[src/rtl/core/column_geometric_mean_unit_defines.svh]
// Assertion macros for the column geometric mean unit.
`ifndef COLUMN_GEOMETRIC_MEAN_UNIT_DEFINES_SVH
`define COLUMN_GEOMETRIC_MEAN_UNIT_DEFINES_SVH
`define CGM_ASSERT_SAME(lbl, clk, rst, ante, cons) \
   lbl: assert property (@(posedge clk) disable iff (rst) (ante) |-> (cons)) \
      else $error("assertion failed: same-cycle implication");
`define CGM_ASSERT_NEXT(lbl, clk, rst, ante, cons) \
   lbl: assert property (@(posedge clk) disable iff (rst) (ante) |=> (cons)) \
      else $error("assertion failed: next-cycle implication");
`endif

[src/rtl/core/cgm_pkg.sv]
// Shared types, constants and root table for the column geometric mean unit.
package cgm_pkg;
   localparam int SAMPLE_W = 16;
   localparam int SUM_W    = 40;
   localparam int CNT_W    = 16;
   localparam int GEO_W    = 32;
   localparam int STEP_W   = 6;
   localparam int KIDX_W   = 5;
   localparam int TBL_N    = 24;

   typedef logic [TBL_N:1][31:0] root_tbl_type;

   typedef struct packed {
      logic              load;
      logic              log_step;
      logic              acc;
      logic              div_init;
      logic              div_step;
      logic              exp_init;
      logic              exp_step;
      logic              finish;
      logic [KIDX_W-1:0] exp_idx;
   } cmd_type;

   typedef struct packed {
      logic zero_seen;
      logic last;
      logic out_free;
   } status_type;

   function automatic logic [63:0] isqrt64(input logic [63:0] n_in);
      logic [63:0] n;
      logic [63:0] res;
      logic [63:0] bitv;
      n    = n_in;
      res  = 64'd0;
      bitv = 64'd1 << 62;
      for (int j = 0; j < 32; j++) begin
         if (n >= res + bitv) begin
            n   = n - (res + bitv);
            res = (res >> 1) + bitv;
         end else begin
            res = res >> 1;
         end
         bitv = bitv >> 2;
      end
      return res;
   endfunction

   function automatic root_tbl_type root_tbl_calc();
      root_tbl_type t;
      logic [63:0]  c;
      c = 64'd1 << 31;
      for (int k = 1; k <= TBL_N; k++) begin
         c    = isqrt64(c << 30);
         t[k] = c[31:0];
      end
      return t;
   endfunction

   localparam root_tbl_type ROOT_TBL = root_tbl_calc();
endpackage

[src/rtl/core/cgm_ctrl.sv]
// Sequencing state machine for the column geometric mean unit.
module cgm_ctrl #(
   parameter int FRACTION_BITS = 16
) (
   input  logic               clock,
   input  logic               reset,
   input  logic               req_tvalid,
   input  logic               sample_zero,
   output logic               req_tready,
   input  cgm_pkg::status_type stat,
   output cgm_pkg::cmd_type    cmd
);
   import cgm_pkg::*;

   typedef enum logic [2:0] {
      S_IDLE, S_LOG, S_ACC, S_PREP, S_DIV, S_EXPI, S_EXP, S_FIN
   } state_type;

   state_type         state_ff, state_in;
   logic [STEP_W-1:0] cnt_ff, cnt_in;

   localparam logic [STEP_W-1:0] LOG_END = STEP_W'(FRACTION_BITS - 1);
   localparam logic [STEP_W-1:0] DIV_END = STEP_W'(SUM_W - 1);

   always_comb begin
      state_in   = state_ff;
      cnt_in     = cnt_ff;
      cmd        = '0;
      cmd.exp_idx = KIDX_W'(cnt_ff + STEP_W'(1));
      req_tready = (state_ff == S_IDLE);
      case (state_ff)
         S_IDLE: begin
            if (req_tvalid) begin
               cmd.load = 1'b1;
               cnt_in   = '0;
               state_in = sample_zero ? S_ACC : S_LOG;
            end
         end
         S_LOG: begin
            cmd.log_step = 1'b1;
            cnt_in       = cnt_ff + STEP_W'(1);
            if (cnt_ff == LOG_END) state_in = S_ACC;
         end
         S_ACC: begin
            cmd.acc  = 1'b1;
            state_in = stat.last ? S_PREP : S_IDLE;
         end
         S_PREP: begin
            cnt_in = '0;
            if (stat.zero_seen) begin
               state_in = S_FIN;
            end else begin
               cmd.div_init = 1'b1;
               state_in     = S_DIV;
            end
         end
         S_DIV: begin
            cmd.div_step = 1'b1;
            cnt_in       = cnt_ff + STEP_W'(1);
            if (cnt_ff == DIV_END) state_in = S_EXPI;
         end
         S_EXPI: begin
            cmd.exp_init = 1'b1;
            cnt_in       = '0;
            state_in     = S_EXP;
         end
         S_EXP: begin
            cmd.exp_step = 1'b1;
            cnt_in       = cnt_ff + STEP_W'(1);
            if (cnt_ff == LOG_END) state_in = S_FIN;
         end
         S_FIN: begin
            if (stat.out_free) begin
               cmd.finish = 1'b1;
               state_in   = S_IDLE;
            end
         end
         default: state_in = S_IDLE;
      endcase
   end

   always_ff @(posedge clock) begin
      if (reset) begin
         state_ff <= S_IDLE;
         cnt_ff   <= '0;
      end else begin
         state_ff <= state_in;
         cnt_ff   <= cnt_in;
      end
   end
endmodule

[src/rtl/core/cgm_datapath.sv]
// Log, accumulate, divide and exp datapath with output register.
module cgm_datapath #(
   parameter int FRACTION_BITS = 16,
   parameter int MAX_ROWS      = 65535
) (
   input  logic                          clock,
   input  logic                          reset,
   input  cgm_pkg::cmd_type               cmd,
   output cgm_pkg::status_type            stat,
   input  logic [cgm_pkg::SAMPLE_W-1:0]   sample,
   input  logic                          last_in,
   output logic                          rsp_tvalid,
   input  logic                          rsp_tready,
   output logic [cgm_pkg::GEO_W-1:0]      geo_mean,
   output logic                          had_zero
);
   import cgm_pkg::*;

   localparam int F     = FRACTION_BITS;
   localparam int LOG_W = 4 + F;
   localparam int INT_W = SUM_W - F;

   logic [30:0]       y_ff, y_in;
   logic [LOG_W-1:0]  r_ff, r_in;
   logic              last_ff, zero_ff;
   logic [SUM_W-1:0]  sum_ff, sum_in;
   logic [CNT_W-1:0]  cnt_ff, cnt_in;
   logic              seen_ff, seen_in;
   logic [SUM_W-1:0]  quo_ff, quo_in;
   logic [CNT_W:0]    rem_ff, rem_in;
   logic [F-1:0]      frac_ff, frac_in;
   logic              valid_ff, valid_in;
   logic [GEO_W-1:0]  geo_ff, geo_in;
   logic              hz_ff, hz_in;

   logic [3:0]        e;
   logic [61:0]       sq;
   logic [31:0]       sq_sh;
   logic [62:0]       prod;
   logic [SUM_W:0]    sum_t;
   logic [CNT_W:0]    trial;
   logic [CNT_W:0]    diff;
   logic [INT_W-1:0]  ip;
   logic [45:0]       scaled;

   always_comb begin
      e = '0;
      for (int j = 1; j < SAMPLE_W; j++) begin
         if (sample[j]) e = 4'(j);
      end
   end

   assign sq     = 62'(y_ff) * 62'(y_ff);
   assign sq_sh  = sq[61:30];
   assign prod   = 63'(y_ff) * 63'(ROOT_TBL[cmd.exp_idx]);
   assign sum_t  = {1'b0, sum_ff} + (SUM_W+1)'(r_ff);
   assign trial  = {rem_ff[CNT_W-1:0], quo_ff[SUM_W-1]};
   assign diff   = trial - {1'b0, cnt_ff};
   assign ip     = quo_ff[SUM_W-1:F];
   assign scaled = (46'(y_ff) << ip[3:0]) >> 14;

   always_comb begin
      y_in     = y_ff;
      r_in     = r_ff;
      sum_in   = sum_ff;
      cnt_in   = cnt_ff;
      seen_in  = seen_ff;
      quo_in   = quo_ff;
      rem_in   = rem_ff;
      frac_in  = frac_ff;
      valid_in = valid_ff && !rsp_tready;
      geo_in   = geo_ff;
      hz_in    = hz_ff;
      if (cmd.load) begin
         y_in = 31'({15'd0, sample} << (30 - 32'(e)));
         r_in = LOG_W'(e);
      end
      if (cmd.log_step) begin
         if (sq_sh[31]) begin
            y_in = sq_sh[31:1];
            r_in = {r_ff[LOG_W-2:0], 1'b1};
         end else begin
            y_in = sq_sh[30:0];
            r_in = {r_ff[LOG_W-2:0], 1'b0};
         end
      end
      if (cmd.acc) begin
         if (zero_ff) seen_in = 1'b1;
         else sum_in = sum_t[SUM_W] ? {SUM_W{1'b1}} : sum_t[SUM_W-1:0];
         if (cnt_ff < CNT_W'(MAX_ROWS)) cnt_in = cnt_ff + CNT_W'(1);
      end
      if (cmd.div_init) begin
         quo_in = sum_ff;
         rem_in = '0;
      end
      if (cmd.div_step) begin
         if (!diff[CNT_W]) begin
            rem_in = diff;
            quo_in = {quo_ff[SUM_W-2:0], 1'b1};
         end else begin
            rem_in = trial;
            quo_in = {quo_ff[SUM_W-2:0], 1'b0};
         end
      end
      if (cmd.exp_init) begin
         y_in    = 31'(1) << 30;
         frac_in = quo_ff[F-1:0];
      end
      if (cmd.exp_step) begin
         frac_in = frac_ff << 1;
         if (frac_ff[F-1]) y_in = prod[60:30];
      end
      if (cmd.finish) begin
         valid_in = 1'b1;
         hz_in    = seen_ff;
         if (seen_ff) geo_in = '0;
         else if (ip > INT_W'(15)) geo_in = {GEO_W{1'b1}};
         else geo_in = scaled[GEO_W-1:0];
         sum_in  = '0;
         cnt_in  = '0;
         seen_in = 1'b0;
      end
   end

   always_ff @(posedge clock) begin
      if (reset) begin
         sum_ff   <= '0;
         cnt_ff   <= '0;
         seen_ff  <= 1'b0;
         valid_ff <= 1'b0;
      end else begin
         sum_ff   <= sum_in;
         cnt_ff   <= cnt_in;
         seen_ff  <= seen_in;
         valid_ff <= valid_in;
      end
      y_ff    <= y_in;
      r_ff    <= r_in;
      quo_ff  <= quo_in;
      rem_ff  <= rem_in;
      frac_ff <= frac_in;
      geo_ff  <= geo_in;
      hz_ff   <= hz_in;
      if (cmd.load) begin
         last_ff <= last_in;
         zero_ff <= (sample == '0);
      end
   end

   assign stat.zero_seen = seen_ff;
   assign stat.last      = last_ff;
   assign stat.out_free  = !valid_ff || rsp_tready;
   assign rsp_tvalid     = valid_ff;
   assign geo_mean       = geo_ff;
   assign had_zero       = hz_ff;
endmodule

[src/rtl/core/column_geometric_mean_unit.sv]
// Top level of the column geometric mean unit.
// Usage: stream the samples of one column on the req_ channel, one word per
// handshake, with req_tlast on the final sample. Each column produces one
// result word on the rsp_ channel: the geometric mean in unsigned Q16.16 on
// rsp_tdata and a zero-sample flag on rsp_tuser (mean then reads 0).
// A sample is loaded, then, unless it is zero, takes one squaring step per
// fraction bit of log2, then an accumulate step. The last sample of a
// column adds the mean computation: a prepare step, a bit-serial divide
// with one step per bit of the 40-bit sum, an exp2 setup step, FRACTION_BITS
// steps of the exp2 multiplier and a load of the output register. The log2
// squaring loop sets the per-sample rate; the divider sets the column
// latency. A column with a zero sample skips divide and exp2. The result
// sits in an output register; while the receiver stalls the unit keeps
// taking samples of the next column and only waits when that column's
// result is ready. Reset clears the running sum, count, zero-seen flag
// and output valid flag.
module column_geometric_mean_unit #(
   parameter int MAX_ROWS      = 65535,
   parameter int FRACTION_BITS = 16
) (
   input  logic        clock,
   input  logic        reset,
   input  logic        req_tvalid,
   output logic        req_tready,
   input  logic [15:0] req_tdata,  // [15:0] sample
   input  logic        req_tlast,
   output logic        rsp_tvalid,
   input  logic        rsp_tready,
   output logic [31:0] rsp_tdata,  // [31:0] geo_mean
   output logic        rsp_tuser   // [0] had_zero
);
   import cgm_pkg::*;
   `include "column_geometric_mean_unit_defines.svh"

   cmd_type    cmd;
   status_type stat;

   cgm_ctrl #(.FRACTION_BITS(FRACTION_BITS)) u_ctrl (
      .clock       (clock),
      .reset       (reset),
      .req_tvalid  (req_tvalid),
      .sample_zero (req_tdata == '0),
      .req_tready  (req_tready),
      .stat        (stat),
      .cmd         (cmd)
   );

   cgm_datapath #(.FRACTION_BITS(FRACTION_BITS), .MAX_ROWS(MAX_ROWS)) u_dp (
      .clock      (clock),
      .reset      (reset),
      .cmd        (cmd),
      .stat       (stat),
      .sample     (req_tdata),
      .last_in    (req_tlast),
      .rsp_tvalid (rsp_tvalid),
      .rsp_tready (rsp_tready),
      .geo_mean   (rsp_tdata),
      .had_zero   (rsp_tuser)
   );

   `CGM_ASSERT_SAME(a_zero_result, clock, reset, rsp_tvalid && rsp_tuser, rsp_tdata == '0)
   `CGM_ASSERT_NEXT(a_one_at_a_time, clock, reset, req_tvalid && req_tready, !req_tready)
   `CGM_ASSERT_SAME(a_finish_free, clock, reset, cmd.finish, !rsp_tvalid || rsp_tready)
endmodule

[config.mk]
export PLATFORM = sky130hd
export DESIGN_NAME = column_geometric_mean_unit
export DESIGN_NICKNAME = d
export VERILOG_FILES = /design/src/rtl/core/cgm_pkg.sv /design/src/rtl/core/cgm_ctrl.sv /design/src/rtl/core/cgm_datapath.sv /design/src/rtl/core/column_geometric_mean_unit.sv
export VERILOG_INCLUDE_DIRS = /design/src /design/src/rtl/core
export SDC_FILE = /design/constraint.sdc
export NUM_CORES = 2
export LEC_CHECK = 0
export BUFFER_PORTS_ARGS = -buffer_cell sky130_fd_sc_hd__buf_2
export CORE_MARGIN = 8
export CORE_UTILIZATION = 56
export DETAILED_ROUTE_END_ITERATION = 10
export PLACE_DENSITY = 0.69
export SLEW_MARGIN = 20
export SYNTH_ARGS = -nofsm -noshare
export SYNTH_HDL_FRONTEND = slang
export SYNTH_SLANG_ARGS = --single-unit
[constraint.sdc]
create_clock -name clock -period 10.8 [get_ports clock]
set_clock_uncertainty 0.2 [all_clocks]
set_input_delay 0.54 -clock clock [delete_from_list [all_inputs] [get_ports clock]]
set_output_delay 0.54 -clock clock [all_outputs]
set_load 0.02 [all_outputs]
==> summary.txt <==
Status
  • Status: completed

Global route
  • Vias in the first global route: 58.0k
  • Pin count of the biggest net entering global routing: 59
  • All-layer global routing usage: 30.9%
  • Antenna violations before repair: 4
  • Aggregate global routing overflow: 0
  • Wire length of the first global-routing pass: 329,000 um

Setup path
  • Library cell contributing the largest single delay on the critical path: sky130_fd_sc_hd__o31ai_4
  • Depth of the most critical reg-to-reg path: 29
  • Reg2Reg Launch Point: u_ctrl.cnt_ff[0]$_SDFFE_PP0P_
  • Critical Path RT: 11.02 ns
  • Critical path peak fanout: 26
  • Crit. End Element: flip-flop
  • Startpoint types: flip-flop
  • Launch point of the worst path: u_ctrl.cnt_ff[0]$_SDFFE_PP0P_
  • Data arrival time at the worst-slack endpoint: 10.53 ns
  • Crit path kind: reg2reg
  • Largest incremental delay on the critical path: 0.67 ns
  • Slack of the worst reg-to-reg path: 0.49 ns
  • Cell with the most instances on the worst path: sky130_fd_sc_hd__fa_1

Logic synthesis
  • Number of synthesized flops with an enable pin: 126
  • Post-synth net total: 9,785
  • Commonest register cell after synthesis: sky130_fd_sc_hd__edfxtp_1
  • Sequential cell area fraction in the yosys report: 8.25%
  • Cell type with the highest aggregate area in the netlist: sky130_fd_sc_hd__fa_1
  • Post-synth top area share: 44.6%
  • Mean post-synth cell area: 9.15 um^2
  • Ys Warns: 0
  • Synth top area cells: sky130_fd_sc_hd__fa_1 (45%), sky130_fd_sc_hd__ha_1 (10%), sky130_fd_sc_hd__inv_1 (8.7%)
  • Register bit total from synthesis: 225
  • Synth cell types: 89
  • Cell area after synthesis: 0.0699 mm^2
  • Share of flip-flops with an asynchronous set or reset: 0%
  • Number of instances in the synthesized netlist: 7,640

Place
  • Post-Place Cells: 9,069
  • Detailed-placement wirelength estimate: 161,000 um
  • Number of buffer cells added on primary ports: 55
  • RePlAce Congestion: 0.965

Cells and area
  • Commonest cells after routing, fill and taps aside: sky130_fd_sc_hd__inv_1 (1,624), sky130_fd_sc_hd__fa_1 (1,557), sky130_fd_sc_hd__nand2_1 (966)
  • Share of cells above drive strength 1: 5.48%
  • Net total in the final layout: 9,606
  • Fin cells: 9,122
  • Leading cell type in the layout, fill and taps excluded: sky130_fd_sc_hd__inv_1
  • Synth-to-layout area growth: 4.34%

CTS
  • Cts bufs inserted: 25
  • Clock Tree Buf Depth: 3
  • Clk_lat worst skew: 0.56 ns
  • Post-CTS repair timing setup buffer count: 0
  • Clock slew at reported path FFs: 0.06 ns
  • Clock sinks: 225
  • H-tree depth: 1
  • Clock tree from TritonCTS: built
  • Clk Tree Root Cell: sky130_fd_sc_hd__clkbuf_16

STA
  • Slew at the pin closest to its max-slew limit: 1.08 ns
  • Total count of hold-check failures in the final report: 0
  • Total Negative Setup Slacks: 0 ns
  • Crit share post-route: 95.4%
  • Count of endpoints failing setup in the final report: 0
  • Max_slew headroom: 27.5%
  • RSZ-0062 raised after global routing: false
  • Final worst path period need: 10.31 ns
  • Peak clock frequency supported by timing: 97.0 MHz
  • Final-report max-slew violation count: 0

Die
  • Overall die area: 0.136 mm^2
  • I/O Pins: 56
  • Die width: 369 um
  • Height of the die: 369 um
  • Starting density of the core: 56.5%
  • Rows: 129
  • Core Region: 0.124 mm^2

Detailed routing
  • Number of design rule violations left after detail routing: 0
  • First-pass detailed-route iteration total: 7
  • Detail Route Antenna Nets: 0
  • Detailed Route WL: 208,000 um
  • DR WL/cell: 22.8 um
  • Via-to-Cell Ratio: 5.83
  • Total vias in the final route: 53.2k
  • Number of violations reported at the end of detailed-routing iteration 0: 4,540

Hold path
  • Path class of the lowest-slack min-delay path: in2reg
  • Number of cells on the worst hold path: 2
  • Hold Path Origin: reset

Job
  • Max-capacitance violation count: 0
[registers in the layout (all words and copies together) (netlist names), 3 cells and up]
| name | flops |
|---|---|
| u_dp.geo_mean | 32 |
| u_dp.rem_ff | 16 |
| u_dp.sum_ff | 40 |
| u_dp.y_ff | 31 |
| u_dp.r_ff | 20 |
| u_dp.frac_ff | 16 |
| u_ctrl.cnt_ff | 6 |
| u_dp.cnt_ff | 16 |
| u_ctrl.state_ff | 3 |
| u_dp.quo_ff | 40 |
[what timing repair did]
| action | CTS | global route |
|---|---|---|
| endpoints found under the setup margin | 0 | 11 |
| resized for setup | 0 | 6 |
| endpoints found under the hold margin | 1 | 0 |
| hold buffers | 1 | 0 |
[cell usage after synthesis, types with 19 or more instances]
library cell and n:
sky130_fd_sc_hd__a211oi_1 25, sky130_fd_sc_hd__a21o_1 85, sky130_fd_sc_hd__a21oi_1 250, sky130_fd_sc_hd__a22o_1 20, sky130_fd_sc_hd__a31oi_1 29, sky130_fd_sc_hd__and2_1 506
sky130_fd_sc_hd__and3_1 45, sky130_fd_sc_hd__buf_1 33, sky130_fd_sc_hd__clkbuf_1 381, sky130_fd_sc_hd__dfxtp_1 99, sky130_fd_sc_hd__edfxtp_1 126, sky130_fd_sc_hd__fa_1 1557
sky130_fd_sc_hd__ha_1 567, sky130_fd_sc_hd__inv_1 1624, sky130_fd_sc_hd__mux2_2 28, sky130_fd_sc_hd__mux2i_1 76, sky130_fd_sc_hd__mux4_2 19, sky130_fd_sc_hd__nand2_1 968
sky130_fd_sc_hd__nand2b_1 24, sky130_fd_sc_hd__nand3_1 65, sky130_fd_sc_hd__nand4_1 33, sky130_fd_sc_hd__nor2_1 325, sky130_fd_sc_hd__nor2b_1 31, sky130_fd_sc_hd__nor3_1 97
sky130_fd_sc_hd__nor4_1 35, sky130_fd_sc_hd__o211ai_1 24, sky130_fd_sc_hd__o21a_1 24, sky130_fd_sc_hd__o21ai_0 140, sky130_fd_sc_hd__xnor2_1 82, sky130_fd_sc_hd__xor2_1 59
[layout make-up]
type,instances,area [um^2]
clock inverters,16,130
clock buffers,29,651
inverters,1628,6110
repair buffers,225,1580
multi-input cells,5356,56600
well taps,1637,2050
flip-flops and latches,225,5810
diodes,6,15.0
fillers,10800,50900
[worst max-delay path, delay by kind of cell (launching register included)]
kind / cells / cell delay (ns)
compound gates: 9 / 3.07
fa+ha+maj: 10 / 4.67
simple gates: 5 / 0.59
flops: 1 / 0.48
xor+xnor: 2 / 0.45
buf+inv: 3 / 0.65
[stage by stage]
| stage | hold slack, ns | area (um^2) | worst slack (ns) | util [%] |
|---|---|---|---|---|
| 2_1_floorplan | 0.206 | 69900 | 1.19 | - |
| 3_3_place_gp | 0.252 | 72100 | 0.338 | 58.2 |
| 3_5_place_dp | 0.258 | 72100 | 0.236 | 58.2 |
| 4_1_cts | 0.129 | 72900 | 0.178 | 58.9 |
| 5_1_grt | 0.152 | 72900 | 0.144 | 58.9 |
| 6_report | 0.135 | 72900 | 0.495 | 58.9 |
[logic make-up (layout without fill, tap and decap cells)]
| group | count (synthesis) | count (layout) | synth area share [%] |
|---|---|---|---|
| AO/OA/AOI/OAI | 777 | 777 | 7.16 |
| adder cells (fa/ha/maj) | 2124 | 2124 | 54.7 |
| multiplexers | 124 | 124 | 2.17 |
| buffers and inverters | 2059 | 1898 | 11.1 |
| AND/OR/NAND/NOR | 2188 | 2188 | 14.8 |
| other | 0 | 6 | 0 |
| XOR/XNOR | 143 | 143 | 1.81 |
| flip-flops | 225 | 225 | 8.25 |
[metal layers]
metal	GRT usage (%)	up-vias	wire, um	share of wire, %
met1	39.6	27000	78700	38
li1	-	23000	-	-
met5	0	-	0	0
met2	50.9	2595	97300	47
met3	6.22	634	20100	9.7
met4	14.0	0	11500	5.5
[final timing paths]
check,end
max,u_dp.y_ff[24]$_DFF_P_
max reg2reg,u_dp.y_ff[24]$_DFF_P_
min,u_ctrl.cnt_ff[4]$_SDFFE_PP0P_
min reg2reg,u_dp.cnt_ff[12]$_SDFFE_PP0P_
Power is left out: the tool's default activity adds up to more than one toggle a clock period on the data nets, which glitch-free logic cannot reach.
